**src/design/turr_pkg.sv**
```systemverilog
// Shared types and constants for the terminal receive-ring register block.
// Holds the transfer payload structs, command codes, register offsets and ring helpers.
// Depends on nothing; every other design file refers to it by scoped names.
package turr_pkg;

	localparam int RING_DEPTH = 256;
	localparam int PTR_W      = $clog2(RING_DEPTH);
	localparam int CNT_W      = PTR_W + 1;
	localparam int PADDR_W    = 3;

	typedef logic [PTR_W-1:0] ptr_t;
	typedef logic [CNT_W-1:0] cnt_t;

	typedef enum logic [1:0] {
		CMD_PUSH  = 2'd0,
		CMD_CLOSE = 2'd1,
		CMD_READ  = 2'd2,
		CMD_WRITE = 2'd3
	} cmd_t;

	localparam logic [7:0] OFF_STATUS  = 8'h00;
	localparam logic [7:0] OFF_OUTPUT  = 8'h04;
	localparam logic [7:0] OFF_INPUT   = 8'h08;
	localparam logic [7:0] OFF_COUNT   = 8'h0C;
	localparam logic [7:0] OFF_DROPPED = 8'h14;
	localparam logic [7:0] OFF_MODE    = 8'h18;
	localparam logic [7:0] OFF_ERROUT  = 8'h1C;

	localparam logic [31:0] READ_UNMAPPED = 32'h0000_00FF;

	// Configuration register index, taken from the word address of the port.
	localparam logic CFG_RAW_MODE_SUPPORTED = 1'b0;

	typedef struct packed {
		cmd_t        command;
		logic [7:0]  reg_offset;
		logic [31:0] write_data;
		logic [7:0]  host_byte;
	} item_t;

	typedef struct packed {
		logic [31:0] read_data;
		logic        byte_out_valid;
		logic        byte_stream;
		logic [7:0]  byte_out;
		logic        irq_raise;
	} result_t;

	function automatic ptr_t ring_next(input ptr_t p);
		ring_next = (p == PTR_W'(RING_DEPTH - 1)) ? '0 : p + ptr_t'(1);
	endfunction

	function automatic cnt_t ring_count(input ptr_t head, input ptr_t tail);
		if (tail >= head) begin
			ring_count = {1'b0, tail} - {1'b0, head};
		end else begin
			ring_count = {1'b0, tail} + CNT_W'(RING_DEPTH) - {1'b0, head};
		end
	endfunction

endpackage

```
**src/design/terminal_uart_rx_ring_regs.sv**
```systemverilog
// Terminal peripheral with a receive ring, bus register decode and a config port.
// Depends on turr_pkg for payload structs, command codes, offsets and ring helpers.
//
//  channel   direction  handshake                     payload
//  item      in         item_valid / item_stall       turr_pkg::item_t
//  result    out        result_valid / result_stall   turr_pkg::result_t
//  config    in         psel/penable/pwrite, APB      raw_mode_supported at 0x0
//
// One item per cycle unless the result stalls; path: input register, then result register.
// The ring is a 256-entry memory with one registered read port that always holds the
// byte at the current head, so a pop does not wait on it; a write to that slot is forwarded.
// Reset clears pointers, flags and counters; ring contents stay undefined until written.
// A stalled result holds the input register, which in turn stalls the item channel.
module terminal_uart_rx_ring_regs (
	input  logic                            clk,
	input  logic                            arst_n,
	input  logic                            item_valid,
	output logic                            item_stall,
	input  turr_pkg::item_t                 item,
	output logic                            result_valid,
	input  logic                            result_stall,
	output turr_pkg::result_t               result,
	input  logic                            psel,
	input  logic                            penable,
	input  logic                            pwrite,
	input  logic [turr_pkg::PADDR_W-1:0]    paddr,
	input  logic [31:0]                     pwdata,
	output logic [31:0]                     prdata,
	output logic                            pready
);

	logic              item_valid_s1;
	turr_pkg::item_t   item_s1;
	logic              result_valid_q;
	turr_pkg::result_t result_q;

	turr_pkg::ptr_t    head_q;
	turr_pkg::ptr_t    tail_q;
	logic              closed_q;
	logic [31:0]       dropped_q;
	logic              granted_q;
	logic              supported_q;

	logic [7:0]        ring [turr_pkg::RING_DEPTH];
	logic [7:0]        ring_rd_q;
	logic              fwd_q;
	logic [7:0]        fwd_byte_q;

	logic              advance;
	logic              empty;
	logic              full;
	logic [7:0]        head_byte;
	turr_pkg::ptr_t    tail_next;
	turr_pkg::ptr_t    head_d;
	logic              ring_we;
	logic              pop;
	logic              drop;
	logic              close_hit;
	logic              mode_we;
	turr_pkg::result_t result_d;

	assign advance    = item_valid_s1 && (!result_valid_q || !result_stall);
	assign item_stall = item_valid_s1 && !advance;

	assign empty     = (head_q == tail_q);
	assign tail_next = turr_pkg::ring_next(tail_q);
	assign full      = (tail_next == head_q);
	assign head_byte = fwd_q ? fwd_byte_q : ring_rd_q;

	always_comb begin
		result_d  = '0;
		ring_we   = 1'b0;
		pop       = 1'b0;
		drop      = 1'b0;
		close_hit = 1'b0;
		mode_we   = 1'b0;
		case (item_s1.command)
			turr_pkg::CMD_PUSH: begin
				if (full) begin
					drop = 1'b1;
				end else begin
					ring_we            = 1'b1;
					result_d.irq_raise = 1'b1;
				end
			end
			turr_pkg::CMD_CLOSE: begin
				close_hit          = 1'b1;
				result_d.irq_raise = 1'b1;
			end
			turr_pkg::CMD_READ: begin
				case (item_s1.reg_offset)
					turr_pkg::OFF_STATUS: begin
						result_d.read_data = {29'd0, empty && closed_q, 1'b1, !empty};
					end
					turr_pkg::OFF_INPUT: begin
						if (!empty) begin
							result_d.read_data = {24'd0, head_byte};
							pop                = 1'b1;
						end
					end
					turr_pkg::OFF_COUNT: begin
						result_d.read_data = 32'(turr_pkg::ring_count(head_q, tail_q));
					end
					turr_pkg::OFF_DROPPED: begin
						result_d.read_data = dropped_q;
					end
					turr_pkg::OFF_MODE: begin
						result_d.read_data = {31'd0, granted_q};
					end
					default: begin
						result_d.read_data = turr_pkg::READ_UNMAPPED;
					end
				endcase
			end
			default: begin
				case (item_s1.reg_offset)
					turr_pkg::OFF_OUTPUT: begin
						result_d.byte_out_valid = 1'b1;
						result_d.byte_out       = item_s1.write_data[7:0];
					end
					turr_pkg::OFF_ERROUT: begin
						result_d.byte_out_valid = 1'b1;
						result_d.byte_stream    = 1'b1;
						result_d.byte_out       = item_s1.write_data[7:0];
					end
					turr_pkg::OFF_MODE: begin
						mode_we = 1'b1;
					end
					default: begin
					end
				endcase
			end
		endcase
	end

	// Head as it will stand after this edge; the read port tracks it.
	assign head_d = (advance && pop) ? turr_pkg::ring_next(head_q) : head_q;

	always_ff @(posedge clk or negedge arst_n) begin
		if (!arst_n) begin
			item_valid_s1  <= 1'b0;
			result_valid_q <= 1'b0;
			head_q         <= '0;
			tail_q         <= '0;
			closed_q       <= 1'b0;
			dropped_q      <= '0;
			granted_q      <= 1'b0;
			supported_q    <= 1'b0;
			fwd_q          <= 1'b0;
		end else begin
			if (item_valid && !item_stall) begin
				item_valid_s1 <= 1'b1;
			end else if (advance) begin
				item_valid_s1 <= 1'b0;
			end
			if (advance) begin
				result_valid_q <= 1'b1;
			end else if (!result_stall) begin
				result_valid_q <= 1'b0;
			end
			head_q <= head_d;
			if (advance && ring_we) begin
				tail_q <= tail_next;
			end
			if (advance && drop) begin
				dropped_q <= dropped_q + 32'd1;
			end
			if (advance && close_hit) begin
				closed_q <= 1'b1;
			end
			// The request bit is only ever seen through the grant, so it is folded in here.
			if (advance && mode_we) begin
				granted_q <= item_s1.write_data[0] && supported_q;
			end
			if (psel && penable && pwrite && pready
				&& paddr[2] == turr_pkg::CFG_RAW_MODE_SUPPORTED) begin
				supported_q <= pwdata[0];
			end
			fwd_q <= advance && ring_we && (tail_q == head_d);
		end
	end

	always_ff @(posedge clk) begin
		if (item_valid && !item_stall) begin
			item_s1 <= item;
		end
		if (advance) begin
			result_q <= result_d;
		end
	end

	always_ff @(posedge clk) begin
		if (advance && ring_we) begin
			ring[tail_q] <= item_s1.host_byte;
		end
		ring_rd_q  <= ring[head_d];
		fwd_byte_q <= item_s1.host_byte;
	end

	assign result_valid = result_valid_q;
	assign result       = result_q;
	assign pready       = 1'b1;
	assign prdata       = (paddr[2] == turr_pkg::CFG_RAW_MODE_SUPPORTED)
		? {31'd0, supported_q} : 32'd0;

endmodule

```
**config.mk**
```make
export PLATFORM = sky130hd
export DESIGN_NAME = terminal_uart_rx_ring_regs
export DESIGN_NICKNAME = d
export VERILOG_FILES = /design/src/design/turr_pkg.sv /design/src/design/terminal_uart_rx_ring_regs.sv
export SDC_FILE = /design/constraint.sdc
export NUM_CORES = 2
export LEC_CHECK = 0
export BUFFER_PORTS_ARGS = -buffer_cell sky130_fd_sc_hd__buf_2
export CORE_UTILIZATION = 45
export DETAILED_ROUTE_END_ITERATION = 10
export HOLD_SLACK_MARGIN = 0.12
export PLACE_DENSITY = 0.62
export SYNTH_ARGS = -nofsm -noshare
export SYNTH_HDL_FRONTEND = slang
export SYNTH_SLANG_ARGS = --single-unit
export TNS_END_PERCENT = 30
```
**constraint.sdc**
```tcl
create_clock -name clk -period 6.24 [get_ports clk]
set_input_delay 0.936 -clock clk [delete_from_list [all_inputs] [get_ports clk]]
set_output_delay 0.936 -clock clk [all_outputs]
set_load 0.03 [all_outputs]
```
# After elaboration in Yosys (flattened, before gate mapping)
# Memory sizes are Yosys's and may differ from the RTL's. A register that Yosys moved wholly into a read port is not among the register bits.
# Cells that the tools add are included.
# Widths: inputs -> output; s select.
# word_totals
ff_bits	131
word_cells	96
mem_count	1
ram_bits	2048
output_inout_bits	78
input_bits	92
# mem_list
memory	words	word_bits	read_ports	rd_ports_with_merged_regs	wr	line	text
ring	256	8	1	1	1	terminal_uart_rx_ring_regs.sv:44	logic [7:0] ring [turr_pkg::RING_DEPTH];
# op_classes
n_addsub	6
magnitude_cmp	1
n_bitwise	2
mux	27
reduce_logical	26
n_eq_ne	14
# op_table
op	count
$pmux 32 s5	1
$mux 8	5
$add 32x1->32 const B	1
$eq 8x5->1 const B	3
$eq 8x8->1	3
$mux 1	19
$add 8x1->8 const B	2
$eq 8x4->1 const B	2
$eq 8x8->1 const B	2
$logic_and 1x1->1	14
$add 8x9->9 const B	1
$mux 9	1
$sub 8x8->9	1
$sub 9x8->9	1
$eq 8x3->1 const B	1
$ge 8x8->1	1
$logic_not 8->1	1
$logic_not 1->1	5
$reduce_or 4->1	1
$reduce_or 3->1	1
$eq 2x1->1 const B	1
$eq 2x2->1 const B	1
$logic_not 2->1	1
$ne 2x1->1 const B	1
other kinds (5)	6

# Longest topological paths before layout
# logic_depth
word_depth	8
depth_mapped	20

# Worst setup path before layout
# OpenSTA, ideal clock, no wires.
# synth_path
kind	input port to flip-flop
startpoint	input port result_stall
endpoint	register ring_rd_q[4], read port of ring
required_time_ns	6.118
setup_slack_ns	1.665
arrival_ns	4.453
stages	13
path_cell_list	a21bo_2 > inv_1 > nand2_2 > nor4_4 > nor2_2 > buf_6 > buf_6 > nand2_1 > nand3_1 > a32o_1 > a31oi_1 > or4b_1 > a311o_1
# synth_via
elab_chain_cells	5
# synth_rtl
item	line	text
start, declared	terminal_uart_rx_ring_regs.sv:21	input logic result_stall,
$logic_not 1->1	n/a	
$logic_or 1x1->1	terminal_uart_rx_ring_regs.sv:62	assign advance = item_valid_s1 && (!result_valid_q || !result_stall);
$logic_and 1x1->1	terminal_uart_rx_ring_regs.sv:62	
via advance	terminal_uart_rx_ring_regs.sv:49	logic advance;
$logic_and 1x1->1	terminal_uart_rx_ring_regs.sv:137	assign head_d = (advance && pop) ? turr_pkg::ring_next(head_q) : head_q;
$mux 8	terminal_uart_rx_ring_regs.sv:137	
end, declared	terminal_uart_rx_ring_regs.sv:45	logic [7:0] ring_rd_q;
# The timed path passes the listed nets, and every way through them passes these cells.
# A chain may end at the register's enable or synchronous reset.

# Worst setup path after layout
# layout_path
startpoint	register tail_q[3]
endpoint	register ring_rd_q[1], read port of ring
# layout_via
elab_chain_cells	6
# layout_rtl
item	line	text
start, declared	terminal_uart_rx_ring_regs.sv:38	turr_pkg::ptr_t tail_q;
start signal, assigned	terminal_uart_rx_ring_regs.sv:163	tail_q <= tail_next;
$eq 8x8->1	terminal_uart_rx_ring_regs.sv:65	assign empty = (head_q == tail_q);
$mux 1	terminal_uart_rx_ring_regs.sv:96	if (!empty) begin
$mux 1	terminal_uart_rx_ring_regs.sv:91	case (item_s1.reg_offset)
$mux 1	terminal_uart_rx_ring_regs.sv:77	case (item_s1.command)
$logic_and 1x1->1	terminal_uart_rx_ring_regs.sv:137	
$mux 8	terminal_uart_rx_ring_regs.sv:137	
# No other way between the ends.

==> impl_results.md <==
- Status: completed
- Core Region: 0.197 mm^2
- Final net count: 6,705
- Hold buffers post-CTS: 0
- Post-synth EDFFs: 2,117
- Post-synth ARST share: 0.0247
- Count leader, synth: edfxtp_1
- Worst slew pin tran: 1.38 ns
- TritonCTS clock tree: yes
- Switching power: 0.00688 W
- Synth Register Bits: 2,187
- Initial DRC count: 9,382
- DRC viols: 0
- Power Internal: 0.0234 W
- Top cells by instance count after synthesis: 2,117 x edfxtp_1, 1,093 x nand2_1, 384 x nor2_1, 301 x nand3_1, 251 x o221ai_1
- Clock latency on the worst-skew pair: 0.89 ns
- Hold slack: 0.227 ns
- DP HPWL: 178,000 um
- Total congestion overflow: 0
- Hold Violations, Final: 0
- Min Tclk post-route: 6.00 ns
- Setup Total Neg Slack: 0 ns
- CP arrival: 6.68 ns
- Area contributors post-synth: edfxtp_1 71%, nand2_1 4.6%, o221ai_1 2.5%
- CTS buffer count: 216
- Die height: 448 um
- Largest net degree at the start of global routing: 197
- Synth cell types: 91
- CP max-delay cell: nor4_1
- # H-tree levels: 4
- Clock transition at path regs: 0.06 ns
- Synth Cell Area: 0.0895 mm^2
- Final Setup Violations: 0
- Synth top area share: 0.710
- Final worst path period share: 0.961
- Die footprint: 0.201 mm^2
- Multi-input gate area: 0.0219 mm^2
- Number of global-route vias before repair: 57,400
- Vias: 61,100
- Crit-path cells: ha_1 -> nand4_1 -> o211a_1 -> a21oi_2 -> nor2_4 -> inv_8 -> buf_12 -> buf_12 -> a211oi_1 -> a211oi_1 -> nor4_1 -> o21ai_0 -> nor4_1 -> nor4_1
- CP max FO: 57
- Max Fclk: 167 MHz
- Pwr/cell area: 301 mW/mm^2
- Slew margin rel.: 0.0743
- Port Buffers: 80
- Hold WC Path Type: in -> async
- Dominant synthesized flop cell: edfxtp_1
- IO Pins: 170
- Flop pwr share: 0.537
- Max stage delay on crit path: 1.15 ns
- Required @ worst endpoint: 6.93 ns
- Worst VDD drop: 0.320 mV
- DIE WIDTH: 448 um
- Post-DRT Antenna Nets: 0
- Logic pwr share: 0.050
- Vias per cell: 6.48
- Most frequent CP cell: nor4_1
- Sw frac: 0.227
- Layout area overhead: 12.4%
- Leakage: 33.2 nW
- Critical path class: reg -> reg
- GRT Overall Usage: 0.292
- Worst Skew: 0.0580 ns
- Fraction of layout cells with a size suffix above 1: 0.109
- First-pass GRT wire length: 420,000 um
- Unrepaired setup endpoints after global routing: false
- Final wirelength: 298,000 um
- Detailed Routing Iterations Pass 1: 8
- Yosys top cell by area: edfxtp_1
- Clock power frac: 0.413
- Initial core utilization: 0.454
- Antenna violations before repair: 15
- Post-CTS sizing: 0
- Synth Instances: 6,506
- CP Launch Type: register
- Sink Count: 2,187
- # fillers: 16,600
- Root Driver: clkbuf_16
- Post-CTS setup buffer count: 0
- Max-slew violation count: 0
- Final core occ: 0.510
- Sequential share of the synthesized area: 0.729
- Worst-case clock buffer depth: 3
- Syn. warnings: 0
- Register area: 0.0652 mm^2
- Max-Cap Viols: 0
- Gpl congestion: 0.914
- Worst Setup End Kind: register
- Syn_area_per_cell: 13.8 um^2
- Average wire per standard cell: 31.6 um
- Row count: 163
## state kept, by name (all words and copies together), names as in the netlist, 8 cells and up
name / flops
fwd_byte_q: 8
dropped_q: 32
head_q: 8
result: 43
ring_rd_q: 8
ring: 2048
tail_q: 8
item_s1: 26
## critical path: cells and delay by family, from the launching register on
family | cells | cell delay (ns)
AOI/OAI and AO/OA | 5 | 1.25
buffers and inverters | 3 | 0.74
DFF | 1 | 0.74
adders and majority gates | 1 | 0.39
and+or+nand+nor | 5 | 2.59
## path summary, 6_finish.rpt
path | start | to | slack [ns] | cells past startpoint
worst min-delay path | arst_n | dropped_q[31] | 0.23 | 2
max in group asynchronous | arst_n | head_q[0] | 5.39 | 2
worst max register to register | tail_q[3] | ring_rd_q[1] | 0.24 | 14
worst min register to register | item_valid_s1 | result_valid | 0.48 | 1
worst max-delay path | tail_q[3] | ring_rd_q[1] | 0.24 | 14
min in group clk | item[12] | item_s1[12] | 0.25 | 1
## power by group through the flow
stage          clock network, W  logic (W)  registers [W]
2_1_floorplan                 0   0.000701         0.0167
3_3_place_gp                  0    0.00145         0.0166
3_5_place_dp                  0    0.00147         0.0166
4_1_cts                  0.0126    0.00148         0.0163
5_1_grt                  0.0132    0.00157         0.0163
6_report                 0.0125    0.00151         0.0163
## cells by family (layout without fill, tap and decap cells)
| group | after synthesis | in the layout | share of synthesized area |
|---|---|---|---|
| AND/OR/NAND/NOR | 2150 | 2150 | 0.105 |
| buffers and inverters | 567 | 815 | 0.0308 |
| AO/OA/AOI/OAI | 1417 | 1417 | 0.115 |
| adder cells (fa/ha/maj) | 15 | 15 | 0.00218 |
| XOR/XNOR | 56 | 56 | 0.00548 |
| multiplexers | 112 | 112 | 0.0127 |
| other | 2 | 39 | 0.0000839 |
| flip-flops | 2187 | 2187 | 0.729 |
## metrics by stage
stage               instances  setup WS [ns]  area, um^2  power [W]
floorplan                6536           1.67       89700     0.0174
global placement         9020          0.664       93900     0.0180
detailed placement       9020          0.616       93900     0.0181
CTS                      9424          0.596      101000     0.0303
global route             9424          0.205      101000     0.0310
finish                   9431          0.245      101000     0.0303
## final cells by class
class / count / area share
flip-flops and latches: 2187 / 0.648
multi-input cells: 3782 / 0.217
clock buffers: 278 / 0.0570
well taps: 2640 / 0.0328
repair buffers: 378 / 0.0328
clock inverters: 126 / 0.0102
inverters: 33 / 0.00152
diodes: 7 / 0.000174
## layer usage
metal  up-vias  track usage  part of all wire
met3       727       0.0738              0.12
met4         2        0.143             0.053
met2      4098        0.440              0.45
met1     30800        0.394              0.38
li1      25500            -                 -
met5         -            0          0.000044
## layout by cell type (no fill, tap or decap), types with 46 or more instances in the layout
cell type / instances
a211oi_1: 197
a21oi_1: 129
a311oi_1: 49
a31oi_1: 174
a32oi_1: 73
and3_1: 190
buf_12: 53
buf_2: 80
buf_4: 245
clkbuf_1: 55
clkbuf_16: 219
clkinv_1: 63
dfrtp_1: 53
edfxtp_1: 2117
mux2i_1: 101
nand2_1: 1089
nand3_1: 290
nor2_1: 381
nor3_1: 46
o21ai_0: 144
o221ai_1: 251
o22ai_1: 144
Note: power is estimated with default switching activity, not from simulation.
